### config.mk
export PLATFORM = sky130hd
export DESIGN_NAME = tor_ram
export DESIGN_NICKNAME = d
export VERILOG_FILES = /design/src/sv/tor_ram.sv
export SDC_FILE = /design/constraint.sdc
export NUM_CORES = 2
export LEC_CHECK = 0
export BUFFER_PORTS_ARGS = -buffer_cell sky130_fd_sc_hd__buf_2
export CORE_ASPECT_RATIO = 0.8
export CORE_MARGIN = 1.5
export CORE_UTILIZATION = 30
export DETAILED_ROUTE_END_ITERATION = 12
export SETUP_SLACK_MARGIN = 0.4
export SLEW_MARGIN = 10
export SYNTH_ARGS = -nofsm -noshare
export SYNTH_HDL_FRONTEND = slang
export SYNTH_MEMORY_MAX_BITS = 65536
export SYNTH_SLANG_ARGS = --single-unit
### constraint.sdc
create_clock -name clk -period 7.05 [get_ports clk]
set_input_delay 0.705 -clock clk [delete_from_list [all_inputs] [get_ports clk]]
set_output_delay 0.705 -clock clk [all_outputs]
set_load 0.02 [all_outputs]
### src/sv/tor_ram.sv
// ----------------------------------------------------------------------------
// tor_ram
// Simple dual-port synchronous RAM, one write and one registered read port.
// ----------------------------------------------------------------------------
`default_nettype none

module tor_ram #(
    parameter int DEPTH = 64,
    parameter int WIDTH = 67
) (
    input  wire logic                                       clk,
    input  wire logic                                       we,
    input  wire logic [((DEPTH > 1) ? $clog2(DEPTH) : 1)-1:0] waddr,
    input  wire logic [WIDTH-1:0]                           wdata,
    input  wire logic                                       re,
    input  wire logic [((DEPTH > 1) ? $clog2(DEPTH) : 1)-1:0] raddr,
    output logic      [WIDTH-1:0]                           rdata
);

    logic [WIDTH-1:0] mem [DEPTH];

    always_ff @(posedge clk)
    begin
        if (we)
        begin
            mem[waddr] <= wdata;
        end
    end

    always_ff @(posedge clk)
    begin
        if (re)
        begin
            rdata <= mem[raddr];
        end
    end

endmodule

`default_nettype wire

==> results.sh <==
export IMPL_dp_hpwl_um=253000
export IMPL_syn_area_um2=165000
export IMPL_status="complete, no violations"
export IMPL_clk_latency_ps=960
export IMPL_avgSynthCellArea_um2=23.2
export IMPL_critPathCapture="mem[22][8]"
export IMPL_fmax_ghz=0.309
export IMPL_ir_drop_mv=0.200
export IMPL_portBuffers=148
export IMPL_cts_sink_count=4355
export IMPL_startpoint_type="primary input"
export IMPL_drt_first_iter_violations=12400
export IMPL_drv_slew=0
export IMPL_die_area_um2=553000
export IMPL_grt_start_max_net_pins=116
export IMPL_r2r_end="rdata[48]"
export IMPL_start_util=0.301
export IMPL_netlist_instances=7102
export IMPL_wire_per_inst_um=32.1
export IMPL_synth_cell_types=33
export IMPL_rsz0062_at_grt="no"
export IMPL_r2r_start="mem[16][48]"
export IMPL_routed_wl_um=483000
export IMPL_hold_class="in -> reg"
export IMPL_hold_buffers=0
export IMPL_drc=0
export IMPL_startpoint="we"
export IMPL_chipHeight_um=666
export IMPL_worstPathMaxFanout=28
export IMPL_critPathCaptureType="flop"
export IMPL_ant_nets=0
export IMPL_timing_setup_tns_ps=0
export IMPL_grt_pass1_vias=80800
export IMPL_vias=81800
export IMPL_synth_edff_count=4355
export IMPL_syn_nets=7184
export IMPL_placementRows=243
export IMPL_postCtsSetupBuffers=0
export IMPL_core_area_um2=547000
export IMPL_yosys_warnings=0
export IMPL_setup_viol=0
export IMPL_grt_pass1_wl_um=664000
export IMPL_hold_depth=1
export IMPL_maxCapViolCount=0
export IMPL_period_needed_ps=3240
export IMPL_finClkSkew_ps=66.5
export IMPL_timing_final_crit_share=0.459
export IMPL_clk_pin_slew_ps=70
export IMPL_io_pins=149
export IMPL_leakagePower_uw=0.0567
export IMPL_h_tree_depth=5
export IMPL_synthArstFlopShare=0
export IMPL_cts_inserted_buffers=389
export IMPL_grt_overflow_total=0
export IMPL_grt_usage=0.169
export IMPL_worstSetupPathType="in -> reg"
export IMPL_cp_required_ps=7580
export IMPL_ys_seq_elements=4355
export IMPL_cts_resized=0
export IMPL_area_growth_pct=14.0
export IMPL_ff2ff_path_depth=5
export IMPL_timing_final_hold_violations=0
export IMPL_cts_root_buf="clkbuf_16"
export IMPL_via_per_inst=5.43
export IMPL_drive_above_1_share=0.271
export IMPL_rrSetupSlack_ps=4770
export IMPL_place_congestion=0.762
export IMPL_power_density_cell_area_nw_per_um2=279
export IMPL_layout_nets=7545
export IMPL_synthFlopType="edfxtp_1"
export IMPL_critical_path_arrival_ps=3770
export IMPL_utilization=0.343
export IMPL_cts_tree="built"
export IMPL_ys_seq_area_frac=0.794
export IMPL_tightest_slew_ps=1330
export IMPL_antenna_found_initial=56
export IMPL_clockBufferDepth=4
export IMPL_slew_headroom=0.113
export IMPL_die_w_um=831
export IMPL_dr_pass1_iters=6
==> cells in the final DEF (no fill, tap or decap), types with 3 or more instances in the layout <==
master,count
nand3_1,187
nor2_4,65
a22oi_1,134
bufinv_16,36
buf_2,141
o221ai_1,37
mux4_2,1072
buf_8,3
edfxtp_1,4355
clkinv_2,81
inv_16,5
clkinv_16,5
nand4_1,87
buf_12,30
nand2_1,191
o22ai_1,86
buf_4,199
clkbuf_16,390
a211oi_1,19
a31oi_1,20
or3_1,31
clkinv_1,87
o21ai_0,48
clkinv_4,4
a2bb2oi_1,20
and3_1,20
mux2i_1,144
nor2_1,51
clkinv_8,5
clkbuf_1,68
clkinvlp_4,14
inv_6,9
nand2b_1,8
or2_2,30
a41oi_1,28
nor2b_1,24
diode_2,45
inv_1,20
==> cell type report <==
cell class | count | area [um^2]
fillers | 50000 | 359000
flip-flops and latches | 4355 | 131000
multi-input cells | 2322 | 32400
clock buffers | 458 | 10000
well taps | 7227 | 9040
repair buffers | 375 | 2880
clock inverters | 247 | 2370
diodes | 45 | 113
inverters | 20 | 75.1
==> where the power goes <==
part / switching, uW / internal (uW)
Combinational: 1620 / 853
Sequential: 95.8 / 28700
Clock: 9600 / 11500
Total: 11300 / 41100
==> synthesized netlist by cell type, drive strengths merged, types with 37 or more instances <==
cell type,instances,share of area
a22oi,134,0.0061
buf,238,0.0078
clkbuf,167,0.0038
edfxtp,4355,0.79
mux2i,144,0.0088
mux4,1072,0.15
nand2,195,0.0044
nand3,187,0.0057
nand4,87,0.0033
nor2,116,0.0026
o21ai,48,0.0015
o221ai,37,0.0020
o22ai,86,0.0033
==> flip-flops by register name, indices dropped and copies added, names as in the netlist <==
| signal | flops |
|---|---|
| mem | 4288 |
| rdata | 67 |
==> metrics by stage <==
step | hold slack (ps) | area (um^2) | worst slack, ps | power (uW) | cells
floorplan | 804 | 165000 | 698 | 30700 | 7102
detailed placement | 890 | 175000 | 2860 | 31900 | 14300
finish | 333 | 188000 | 3810 | 52400 | 15000
CTS | 310 | 188000 | 3880 | 52800 | 15000
global placement | 871 | 175000 | 2870 | 31800 | 14300
global route | 330 | 188000 | 3730 | 53800 | 15000
==> logic make-up after synthesis <==
| group | Yosys count | synth area share |
|---|---|---|
| flops | 4355 | 0.794 |
| compound gates | 393 | 0.0171 |
| simple gates | 712 | 0.0209 |
| mux | 1217 | 0.155 |
| buf+inv | 425 | 0.0121 |
==> worst min-delay path by stage <==
stage | startpoint | to | slack [ps]
2_1_floorplan | wdata[0] | mem[0][0] | 800
6_report | wdata[31] | mem[20][31] | 330
5_1_grt | re | rdata[55] | 330
3_3_place_gp | mem[42][17] | rdata[17] | 870
3_5_place_dp | mem[41][17] | rdata[17] | 890
4_1_cts | re | rdata[42] | 310
==> metal layers <==
layer / track usage / routed length (um)
met5: 0 / 41
met3: 0.0322 / 50100
met1: 0.245 / 196000
met2: 0.263 / 224000
met4: 0.0453 / 13100
==> critical path: stages <==
cell and delay, ps:
buf_2 160, nor2b_1 310, nand3_1 570, nor2_4 1120
buf_4 780
(Power assumes the default switching activity.)
