===== src/sv/tor_pkg.sv =====
// ----------------------------------------------------------------------------
// tor_pkg
// Shared types, constants and helpers of the time ordered event relay.
// ----------------------------------------------------------------------------
`default_nettype none

package tor_pkg;

    localparam int CAPACITY = 64;
    localparam int CLIENTS  = 8;
    localparam int IDX_W    = (CAPACITY > 1) ? $clog2(CAPACITY) : 1;
    localparam int CNT_W    = $clog2(CAPACITY + 1);
    localparam int CL_W     = (CLIENTS > 1) ? $clog2(CLIENTS) : 1;

    localparam logic [15:0] GRACE_RESET = 16'd3277;

    localparam logic [2:0] K_INSERT     = 3'd0;
    localparam logic [2:0] K_SET_TIME   = 3'd1;
    localparam logic [2:0] K_FETCH      = 3'd2;
    localparam logic [2:0] K_CONNECT    = 3'd3;
    localparam logic [2:0] K_DISCONNECT = 3'd4;

    typedef struct packed {
        logic [2:0]  kind;
        logic [2:0]  client;
        logic [31:0] stamp;
        logic [31:0] payload;
    } in_item_t;

    typedef struct packed {
        logic        has_event;
        logic [31:0] out_stamp;
        logic [2:0]  out_client;
        logic [31:0] out_payload;
        logic [31:0] watermark;
        logic        status;
        logic        last;
    } out_item_t;

    typedef struct packed {
        logic [31:0] stamp;
        logic [2:0]  owner;
        logic [31:0] payload;
    } entry_t;

    typedef enum logic [3:0] {
        ST_IDLE,
        ST_APPLY,
        ST_SWEEP,
        ST_INS_RD,
        ST_INS_CHK,
        ST_INS_PUT,
        ST_DROP_RD,
        ST_DROP_CHK,
        ST_SCAN_RD,
        ST_SCAN_CHK,
        ST_FINISH
    } state_t;

    typedef enum logic [2:0] {
        CL_NONE,
        CL_SET_TIME,
        CL_CONNECT,
        CL_DISCONNECT,
        CL_SET_MARK
    } cl_op_t;

    typedef struct packed {
        cl_op_t      op;
        logic [2:0]  client;
        logic [31:0] value;
        logic        sweep;
    } cl_cmd_t;

    typedef struct packed {
        logic        done;
        logic [31:0] wm;
        logic [31:0] mark;
    } cl_stat_t;

    // Physical slot of logical position k behind the head of the ring.
    function automatic logic [IDX_W-1:0] wrap_add(logic [IDX_W-1:0] h,
                                                  logic [CNT_W-1:0] k);
        logic [CNT_W:0] s;
        s = (CNT_W + 1)'(h) + (CNT_W + 1)'(k);
        if (s >= (CNT_W + 1)'(CAPACITY))
            s = s - (CNT_W + 1)'(CAPACITY);
        return s[IDX_W-1:0];
    endfunction

endpackage

`default_nettype wire


===== src/sv/tor_clients.sv =====
// ----------------------------------------------------------------------------
// tor_clients
// Per-client local times, delivered marks and connection mask, with a
// sweep that finds both minima over connected clients, one client a cycle.
// ----------------------------------------------------------------------------
`default_nettype none

module tor_clients (
    input  wire logic             clk,
    input  wire logic             rst_n,
    input  wire tor_pkg::cl_cmd_t cmd,
    output tor_pkg::cl_stat_t     stat
);

    logic [31:0]               local_reg [tor_pkg::CLIENTS];
    logic [31:0]               mark_reg  [tor_pkg::CLIENTS];
    logic [tor_pkg::CLIENTS-1:0] mask_reg;
    logic [tor_pkg::CL_W-1:0]  idx_reg;
    logic                      active_reg;
    logic                      any_reg;
    logic                      done_reg;
    logic [31:0]               wm_reg;
    logic [31:0]               mk_reg;

    logic                      in_range;
    logic [tor_pkg::CL_W-1:0]  sel;

    assign in_range = {1'b0, cmd.client} < 4'(tor_pkg::CLIENTS);
    assign sel      = cmd.client[tor_pkg::CL_W-1:0];

    always_ff @(posedge clk or negedge rst_n)
    begin
        if (!rst_n)
        begin
            for (int c = 0; c < tor_pkg::CLIENTS; c++)
            begin
                local_reg[c] <= '0;
                mark_reg[c]  <= '0;
            end
            mask_reg <= '0;
        end
        else if (in_range)
        begin
            case (cmd.op)
                tor_pkg::CL_SET_TIME:   local_reg[sel] <= cmd.value;
                tor_pkg::CL_SET_MARK:   mark_reg[sel]  <= cmd.value;
                tor_pkg::CL_CONNECT:    mask_reg[sel]  <= 1'b1;
                tor_pkg::CL_DISCONNECT: mask_reg[sel]  <= 1'b0;
                default:                ;
            endcase
        end
    end

    always_ff @(posedge clk or negedge rst_n)
    begin
        if (!rst_n)
        begin
            idx_reg    <= '0;
            active_reg <= 1'b0;
            any_reg    <= 1'b0;
            done_reg   <= 1'b0;
            wm_reg     <= '0;
            mk_reg     <= '0;
        end
        else
        begin
            done_reg <= 1'b0;
            if (cmd.sweep)
            begin
                idx_reg    <= '0;
                active_reg <= 1'b1;
                any_reg    <= 1'b0;
                wm_reg     <= '0;
                mk_reg     <= '0;
            end
            else if (active_reg)
            begin
                if (mask_reg[idx_reg])
                begin
                    if (!any_reg || local_reg[idx_reg] < wm_reg)
                    begin
                        wm_reg <= local_reg[idx_reg];
                    end
                    if (!any_reg || mark_reg[idx_reg] < mk_reg)
                    begin
                        mk_reg <= mark_reg[idx_reg];
                    end
                    any_reg <= 1'b1;
                end
                if (idx_reg == tor_pkg::CL_W'(tor_pkg::CLIENTS - 1))
                begin
                    active_reg <= 1'b0;
                    done_reg   <= 1'b1;
                end
                else
                begin
                    idx_reg <= idx_reg + tor_pkg::CL_W'(1);
                end
            end
        end
    end

    assign stat.done = done_reg;
    assign stat.wm   = wm_reg;
    assign stat.mark = mk_reg;

endmodule

`default_nettype wire


===== config.mk =====
export PLATFORM = sky130hd
export DESIGN_NAME = tor_clients
export DESIGN_NICKNAME = d
export VERILOG_FILES = /design/src/sv/tor_pkg.sv /design/src/sv/tor_clients.sv
export SDC_FILE = /design/constraint.sdc
export NUM_CORES = 1
export LEC_CHECK = 0
export BUFFER_PORTS_ARGS = -buffer_cell sky130_fd_sc_hd__buf_2
export CORE_ASPECT_RATIO = 1.25
export CORE_UTILIZATION = 65
export DETAILED_ROUTE_END_ITERATION = 6
export PLACE_DENSITY = 0.82
export SLEW_MARGIN = 10
export SYNTH_ARGS = -nofsm -noshare
export SYNTH_HDL_FRONTEND = slang
export SYNTH_SLANG_ARGS = --single-unit

===== constraint.sdc =====
create_clock -name clk -period 7.7 [get_ports clk]
set_input_delay 0.77 -clock clk [delete_from_list [all_inputs] [get_ports clk]]
set_output_delay 0.77 -clock clk [all_outputs]
set_load 0.02 [all_outputs]

==> results of run 1 <==
-- layer usage --
layer / track usage (%) / vias to the layer above
met5: 0 / -
met3: 4.53 / 158
li1: - / 7728
met2: 53.6 / 590
met1: 41.6 / 9458
met4: 12.5 / 4
-- worst min-delay path by stage --
stage | to | from | slack (ns) | cells after the start
floorplan | async pin | rst_n | 0.47 | 0
global placement | local_reg[64] | local_reg[64] | 0.48 | 1
detailed placement | mark_reg[41] | mark_reg[41] | 0.49 | 1
CTS | local_reg[196] | rst_n | 0.30 | 1
global route | local_reg[100] | rst_n | 0.34 | 1
finish | local_reg[196] | rst_n | 0.26 | 1
-- power by group through the flow --
stage / combinational [mW] / sequential, mW / clock (mW)
after detailed placement: 2.43 / 4.21 / 0
after floorplan: 1.71 / 4.17 / 0
final: 2.46 / 4.16 / 2.91
after global placement: 2.32 / 4.15 / 0
after CTS: 2.46 / 4.16 / 2.94
after global routing: 2.67 / 4.23 / 3.05
-- cell usage after synthesis (all sizes together), types with 10 or more instances --
library cell,instances,area share (%)
o21a,64,1.7
a221o,64,2.3
buf,61,1.1
nand3,39,0.69
mux2,515,20
dfrtp,590,52
ha,64,2.8
and3,34,0.77
clkbuf,110,1.5
inv,64,0.85
nand4,10,0.22
mux2i,124,4.4
nor2,25,0.33
o41ai,31,0.96
a21oi,23,0.41
nand2,31,0.41
a22oi,61,1.6
o21ai,18,0.32
mux4,68,5.4
-- critical path: stages, from the launching register on --
cell	delay, ns
dfrtp_4	1.01
buf_4	0.57
mux4_2	0.39
o21a_1	0.23
ha_1	0.32
a21oi_1	0.18
o21ai_0	0.16
a2111oi_2	0.39
o211a_2	0.75
o211a_4	0.54
a221o_1	0.23
-- logic make-up after synthesis --
| kind of cell | after synthesis |
|---|---|
| compound gates | 291 |
| flops | 590 |
| simple gates | 168 |
| fa+ha+maj | 64 |
| xor+xnor | 1 |
| mux | 707 |
| buf+inv | 235 |
-- final cells by class --
cell class / count / area (um2) / share of cell area, %
flip-flops and latches: 590 / 14800 / 47.4
well taps: 565 / 707 / 2.27
repair buffers: 134 / 816 / 2.62
clock buffers: 79 / 1620 / 5.19
diodes: 3 / 7.51 / 0.0241
multi-input cells: 1231 / 12700 / 40.7
inverters: 64 / 240 / 0.770
clock inverters: 21 / 315 / 1.01
-- metrics by stage --
step | hold WS (ns) | instance area (um2) | utilization (%)
3_3_place_gp | 0.481 | 29200 | 67.9
2_1_floorplan | 0.471 | 28300 | -
5_1_grt | 0.336 | 31200 | 72.4
4_1_cts | 0.296 | 31200 | 72.4
6_report | 0.260 | 31200 | 72.4
3_5_place_dp | 0.491 | 29200 | 67.9
==> metrics.yaml, run 1 <==
routing:
  dr_wl_met3_um: 3490
  met2_length_um: 34900
  antenna_left: 0
  wirelength_um: 68600
  top_layer_used: "met5"
  avgViaCountPerCell: 6.68
  dr.pass1.iters: 7
  drcViolationCount: 0
  drt_iter0_drc: 1268
  wl_met1_um: 27900
  wl_per_cell_um: 25.5
  vias: 17900
grt:
  antenna_found_initial: 5
  first_global_vias: 18900
  gr-usage-all-layers_pct: 31.7
  grt_overflow: 0
  grt_pass1_wl_um: 109000
  grt_max_degree: 180
synthesis:
  syn_inst: 2056
  ys_seq_area_share_pct: 52.1
  synthMuxAreaShare_pct: 30.3
  synthesis.area_mm2: 0.0283
  synth_compound_area_share_pct: 8.26
  yosys.area_share.simple_pct: 3.11
  avgSynthCellArea_um2: 13.8
  synth-xor-area-share_pct: 0.0309
  synth_fa_ha_area_share_pct: 2.83
  synth_cell_types: 54
  synth-async-reset-ratio_pct: 100
  synth-edff-count: 0
  synth-main-ff-cell: "dfrtp_1"
  ys_warn_count: 0
  synth_top_family_by_area: "multiplexers"
  ys_ff_latch: 590
  synth_nets: 2161
final_layout:
  final_nets: 2182
  area_growth_pct: 10.0
  stdcell_count: 2687
  layout_commonest_cell: "dfrtp_1"
  drive_above_1_share_pct: 39.4
  layout_common_cells: "588 x dfrtp_1, 515 x mux2_2, 124 x mux2i_1"
  fillCellCount: 2758
cts:
  cts-root-buf: "clkbuf_16"
  cts_setup_buffers: 0
  htree_levels: 2
  clock_sinks: 590
  cts_buffer_depth: 3
  numCtsBuffers: 56
  holdBufCountCts: 0
  cts.repair.resized: 0
  cts_tree: "built"
  clk_latency_ns: 0.62
  clkTransAtPathRegs_ns: 0.06
worst_setup_path:
  reg2reg_to: "wm_reg[3]"
  arrival_ns: 5.45
  endpoint: "wm_reg[3]"
  r2r-start: "idx_reg[1]"
  cp.required_ns: 8.25
  cp_max_fo: 52
  r2r_slack_ns: 2.80
  crit_start: "idx_reg[1]"
  crit_path_end_kind: "register"
  crit_type: "register to register"
  critPathLaunchType: "register"
  r2r_cells: 10
floorplanning:
  ios: 106
  die-area_mm2: 0.0444
  start_util_pct: 65.8
  core_area_mm2: 0.0431
  dieWidth_um: 189
  die_y_um: 235
  num_rows: 85
placement:
  pre_cts_ws_ns: 2.93
  gp_congestion: 0.837
  port_buffers: 105
  dp_cells: 2584
  hpwl_um: 41200
sta:
  layout_setup_ws_ns: 2.80
  slew_violations: 0
  finalCritPeriodShare_pct: 63.6
  fmax_ghz: 0.204
  rsz0062_at_grt: "no"
  setup_viol: 0
  tightest_slew_ns: 1.21
  hold_viol: 0
  slew-limit-headroom_pct: 19.3
  fin_setup_tns_ns: 0
  skew_ns: 0.0196
  finalCriticalPeriod_ns: 4.90
power:
  switching_power_mw: 2.91
  power_frac_seq_pct: 43.7
  clock_power_share_pct: 30.5
  power.density_mw_per_mm2: 306
  p_leak_nw: 14.1
  p_int_mw: 6.62
  switching_share_pct: 30.5
  peakVddDrop_mv: 0.202
  p_total_mw: 9.53
  p_comb_share_pct: 25.8
hold_path:
  hold_path_class: "primary input to async pin"
job:
  timing.max_cap.violations: 0
run_status:
  status: "finished, final reports clean"
No activity file was read; power rests on OpenSTA's default activity.
==> inputs of run 2 (changes only) <==
--- a/config.mk
+++ b/config.mk
@@ -5,11 +5,12 @@
 export SDC_FILE = /design/constraint.sdc
 export NUM_CORES = 1
 export LEC_CHECK = 0
+export ABC_AREA = 1
 export BUFFER_PORTS_ARGS = -buffer_cell sky130_fd_sc_hd__buf_2
 export CORE_ASPECT_RATIO = 1.25
-export CORE_UTILIZATION = 65
+export CORE_UTILIZATION = 62
 export DETAILED_ROUTE_END_ITERATION = 6
-export PLACE_DENSITY = 0.82
+export PLACE_DENSITY = 0.79
 export SLEW_MARGIN = 10
 export SYNTH_ARGS = -nofsm -noshare
 export SYNTH_HDL_FRONTEND = slang
==> constraint.sdc (replaced) <==
create_clock -name clk -period 4.6 [get_ports clk]
set_input_delay 0.46 -clock clk [delete_from_list [all_inputs] [get_ports clk]]
set_output_delay 0.46 -clock clk [all_outputs]
set_load 0.02 [all_outputs]
==> run 2 against run 1 <==
  * First-iteration DRC count up 67%
  * Wire length up 8.9%
  * Synthesized area down 3.0%
  * Non-clock buffer count up 24
  * Clock-buffer cell count up 5
  * Clock power up 57%
  * Combinational power up 35%
  * Flip-flop and latch count unchanged
  * Cell area down 3.4%
  * Critical path depth up 8
==> metrics.yaml, run 2 <==
run_status:
  status: "finished, final reports clean"
floorplanning:
  dieWidth_um: 190  # +0.84%
  start_util_pct: 63.4  # -2.4 points
  die-area_mm2: 0.0452  # +1.7%
  die_y_um: 237  # +0.84%
  core_area_mm2: 0.0434  # +0.74%
  ios: 106  # unchanged
  num_rows: 85  # unchanged
final_layout:
  multiInputGateArea_mm2: 0.0108  # -15%
  utilization_pct: 69.4  # -3.0 points
  seq_area_mm2: 0.0148  # about the same
  layout_common_cells: "841 x nand2_1, 766 x o21ai_0, 587 x dfrtp_1"
  drive_above_1_share_pct: 8.21  # -31 points
  final_nets: 3414  # +56%
  fillCellCount: 3416  # +24%
  antenna_cells: 0  # -3
  area_growth_pct: 9.58
  layout_commonest_cell: "nand2_1"
power:
  p_leak_nw: 14.5  # +2.2%
  peakVddDrop_mv: 0.350  # +73%
  power.density_mw_per_mm2: 488  # +60%
worst_setup_path:
  cpMaxStageDelayCell: "dfrtp_4"
  cpLargestDelayFamily: "simple AND/OR/NAND/NOR gates"
  worst-path-buf-inv: 2  # +1
  critPathLaunchType: "register"
  crit_path_end_kind: "register"
  crit_type: "register to register"
  cp_max_fo: 48  # -7.7%
  crit_chain: "inv_6 -> buf_4 -> nand2_1 -> o21ai_0 -> a21oi_1 -> a31oi_1 -> ha_1 -> nand2_1 -> nor2_1 -> a211oi_1 -> o221a_2 -> nand2_1 -> nand2_1 -> nand2_1 -> nand2_2 -> nand2_2 -> nand2_1 -> nand2_1"
  cp_common_cell: "nand2_1"
  cp.required_ns: 5.11  # -3.14 ns
  arrival_ns: 4.57  # -0.88 ns
  slowest_delay_ns: 0.63  # -0.38 ns
synthesis:
  synth-edff-count: 0  # unchanged
  yosysMostFrequentCell: "nand2_1"
  syn_inst: 3340  # +62%
  synth_top_cell_area_share_pct: 53.7  # +1.6 points
  synth-main-ff-cell: "dfrtp_1"
  synth_cell_types: 29  # -46%
  synthesis.area_mm2: 0.0275  # -3.0%
  ys_warn_count: 0  # unchanged
  synthTopCellsByArea: "dfrtp_1 54%, o21ai_0 14%, nand2_1 12%"
  synth_common_cells: "853 x nand2_1, 766 x o21ai_0, 590 x dfrtp_1, 258 x inv_1, 209 x nor2_1"
  synth-async-reset-ratio_pct: 100  # unchanged
  avgSynthCellArea_um2: 8.23  # -40%
  synth_nets: 3445  # +59%
  ys_ff_latch: 590  # unchanged
  synth_top_area_cell: "dfrtp_1"
  ys_seq_area_share_pct: 53.7  # +1.6 points
routing:
  wl_per_cell_um: 19.1  # -25%
  vias: 23500  # +31%
  avgViaCountPerCell: 6.00  # -10%
  drt_iter0_drc: 2118  # +67%
  wirelength_um: 74700  # +8.9%
  drcViolationCount: 0  # unchanged
  antenna_left: 0  # unchanged
  dr.pass1.iters: 5  # -2
hold_path:
  hold_path_class: "primary input to register"
grt:
  grt_pass1_wl_um: 121000  # +11%
  gr-usage-all-layers_pct: 34.1  # +2.4 points
  antenna_found_initial: 2  # -3
  grt_max_degree: 120  # -33%
  first_global_vias: 23300  # +23%
  grt_overflow: 0  # unchanged
cts:
  cts_tree: "built"
  clkTransAtPathRegs_ns: 0.06  # about the same
  clk_latency_ns: 0.62  # about the same
  htree_levels: 2  # unchanged
  cts-root-buf: "clkbuf_16"
  numCtsBuffers: 57  # +1.8%
  cts_buffer_depth: 3  # unchanged
  clock_sinks: 590  # unchanged
sta:
  rsz0062_at_grt: "no"
  skew_ns: 0.0162  # -0.00344 ns
  slew_violations: 0  # unchanged
  finalCritPeriodShare_pct: 88.3  # +25 points
  fin_setup_tns_ns: 0  # unchanged
  finalCriticalPeriod_ns: 4.06  # -0.838 ns
  hold_viol: 0  # unchanged
  setup_viol: 0  # unchanged
  tightest_slew_ns: 1.25  # +0.0369 ns
  fmax_ghz: 0.246  # +21%
  slew-limit-headroom_pct: 16.5  # -2.8 points
job:
  timing.max_cap.violations: 0  # unchanged
placement:
  hpwl_um: 46600  # +13%
  port_buffers: 105  # unchanged
  gp_congestion: 0.854  # +2.1%
[run 2: cell count changes in the layout (fill, tap and decap cells not counted), sizes merged, moves of 71 or more]
cell   before  now
nor2       25  209
a31oi       0   71
nand2      31  857
o21ai      18  767
mux2i     124    0
inv        64  262
mux2      515    0
[run 2: worst reg2reg max path, stage by stage (launching register included)]
cell and delay (ns):
dfrtp_4 0.63, inv_6 0.36, buf_4 0.48, nand2_1 0.09
o21ai_0 0.11, a21oi_1 0.10, a31oi_1 0.36, ha_1 0.31
nand2_1 0.07, nor2_1 0.05, a211oi_1 0.20, o221a_2 0.22
nand2_1 0.11, nand2_1 0.09, nand2_1 0.06, nand2_2 0.07
nand2_2 0.36, nand2_1 0.20, nand2_1 0.07
[run 2: timing repair]
| action | in CTS | in global routing |
|---|---|---|
| hold endpoints to repair | 103 | 0 |
| gates resized for setup | 0 | 0 |
| hold buffers | 1 | 0 |
| buffers inserted | 0 | 0 |
[run 2: path summary, 6_finish.rpt]
| path | cells after the start | start | end | slack, ns |
|---|---|---|---|---|
| worst max-delay path | 18 | idx_reg[0] | mk_reg[24] | 0.54 |
| worst min register to register | 2 | mark_reg[53] | mark_reg[53] | 0.48 |
| worst max register to register | 18 | idx_reg[0] | mk_reg[24] | 0.54 |
| max in group asynchronous | 3 | rst_n | idx_reg[1] | 2.89 |
| worst min-delay path | 2 | cmd[0] | done_reg | 0.12 |
| min in group asynchronous | 2 | rst_n | mark_reg[134] | 0.49 |
[run 2: final cells by class]
type / instances / share of cell area, %
clock buffers: 84 / 5.61
repair buffers: 158 / 3.65
clock inverters: 15 / 0.357
inverters: 260 / 3.26
multi-input cells: 2242 / 35.7
well taps: 565 / 2.35
flip-flops and latches: 590 / 49.0
[run 2: layer usage]
layer  GRT usage [%]  vias up  wire length (um)
li1                -    10900                 -
met1            42.9    11400             28900
met2            55.6      963             35600
met3            4.18      251              5030
met4            22.7        4              5250
met5               0        -                28
[run 2: through the flow]
| step | worst slack, ns | hold WS (ns) | power, mW | cell area [um2] | std cells |
|---|---|---|---|---|---|
| 3_5_place_dp | 0.590 | 0.468 | 10.2 | 28300 | 3814 |
| 4_1_cts | 0.587 | 0.0853 | 14.7 | 30100 | 3914 |
| 2_1_floorplan | 1.57 | 0.164 | 9.03 | 27500 | 3340 |
| 5_1_grt | 0.252 | 0.128 | 15.5 | 30100 | 3914 |
| 3_3_place_gp | 0.776 | 0.461 | 9.96 | 28300 | 3814 |
| 6_report | 0.539 | 0.116 | 14.7 | 30100 | 3914 |
[run 2: cell families (layout without fill, tap and decap cells)]
group,Yosys count,in the layout,synth area share [%]
simple gates,1176,1176,16.7
compound gates,1002,1002,19.3
flops,590,590,53.7
buf+inv,508,517,7.37
fa+ha+maj,64,64,2.91
[run 2: power breakdown]
group	switching (mW)	total, mW	internal [mW]
registers	0.557	6.80	6.24
logic	2.17	3.33	1.16
clock network	1.99	4.57	2.58
total	4.72	14.7	9.98
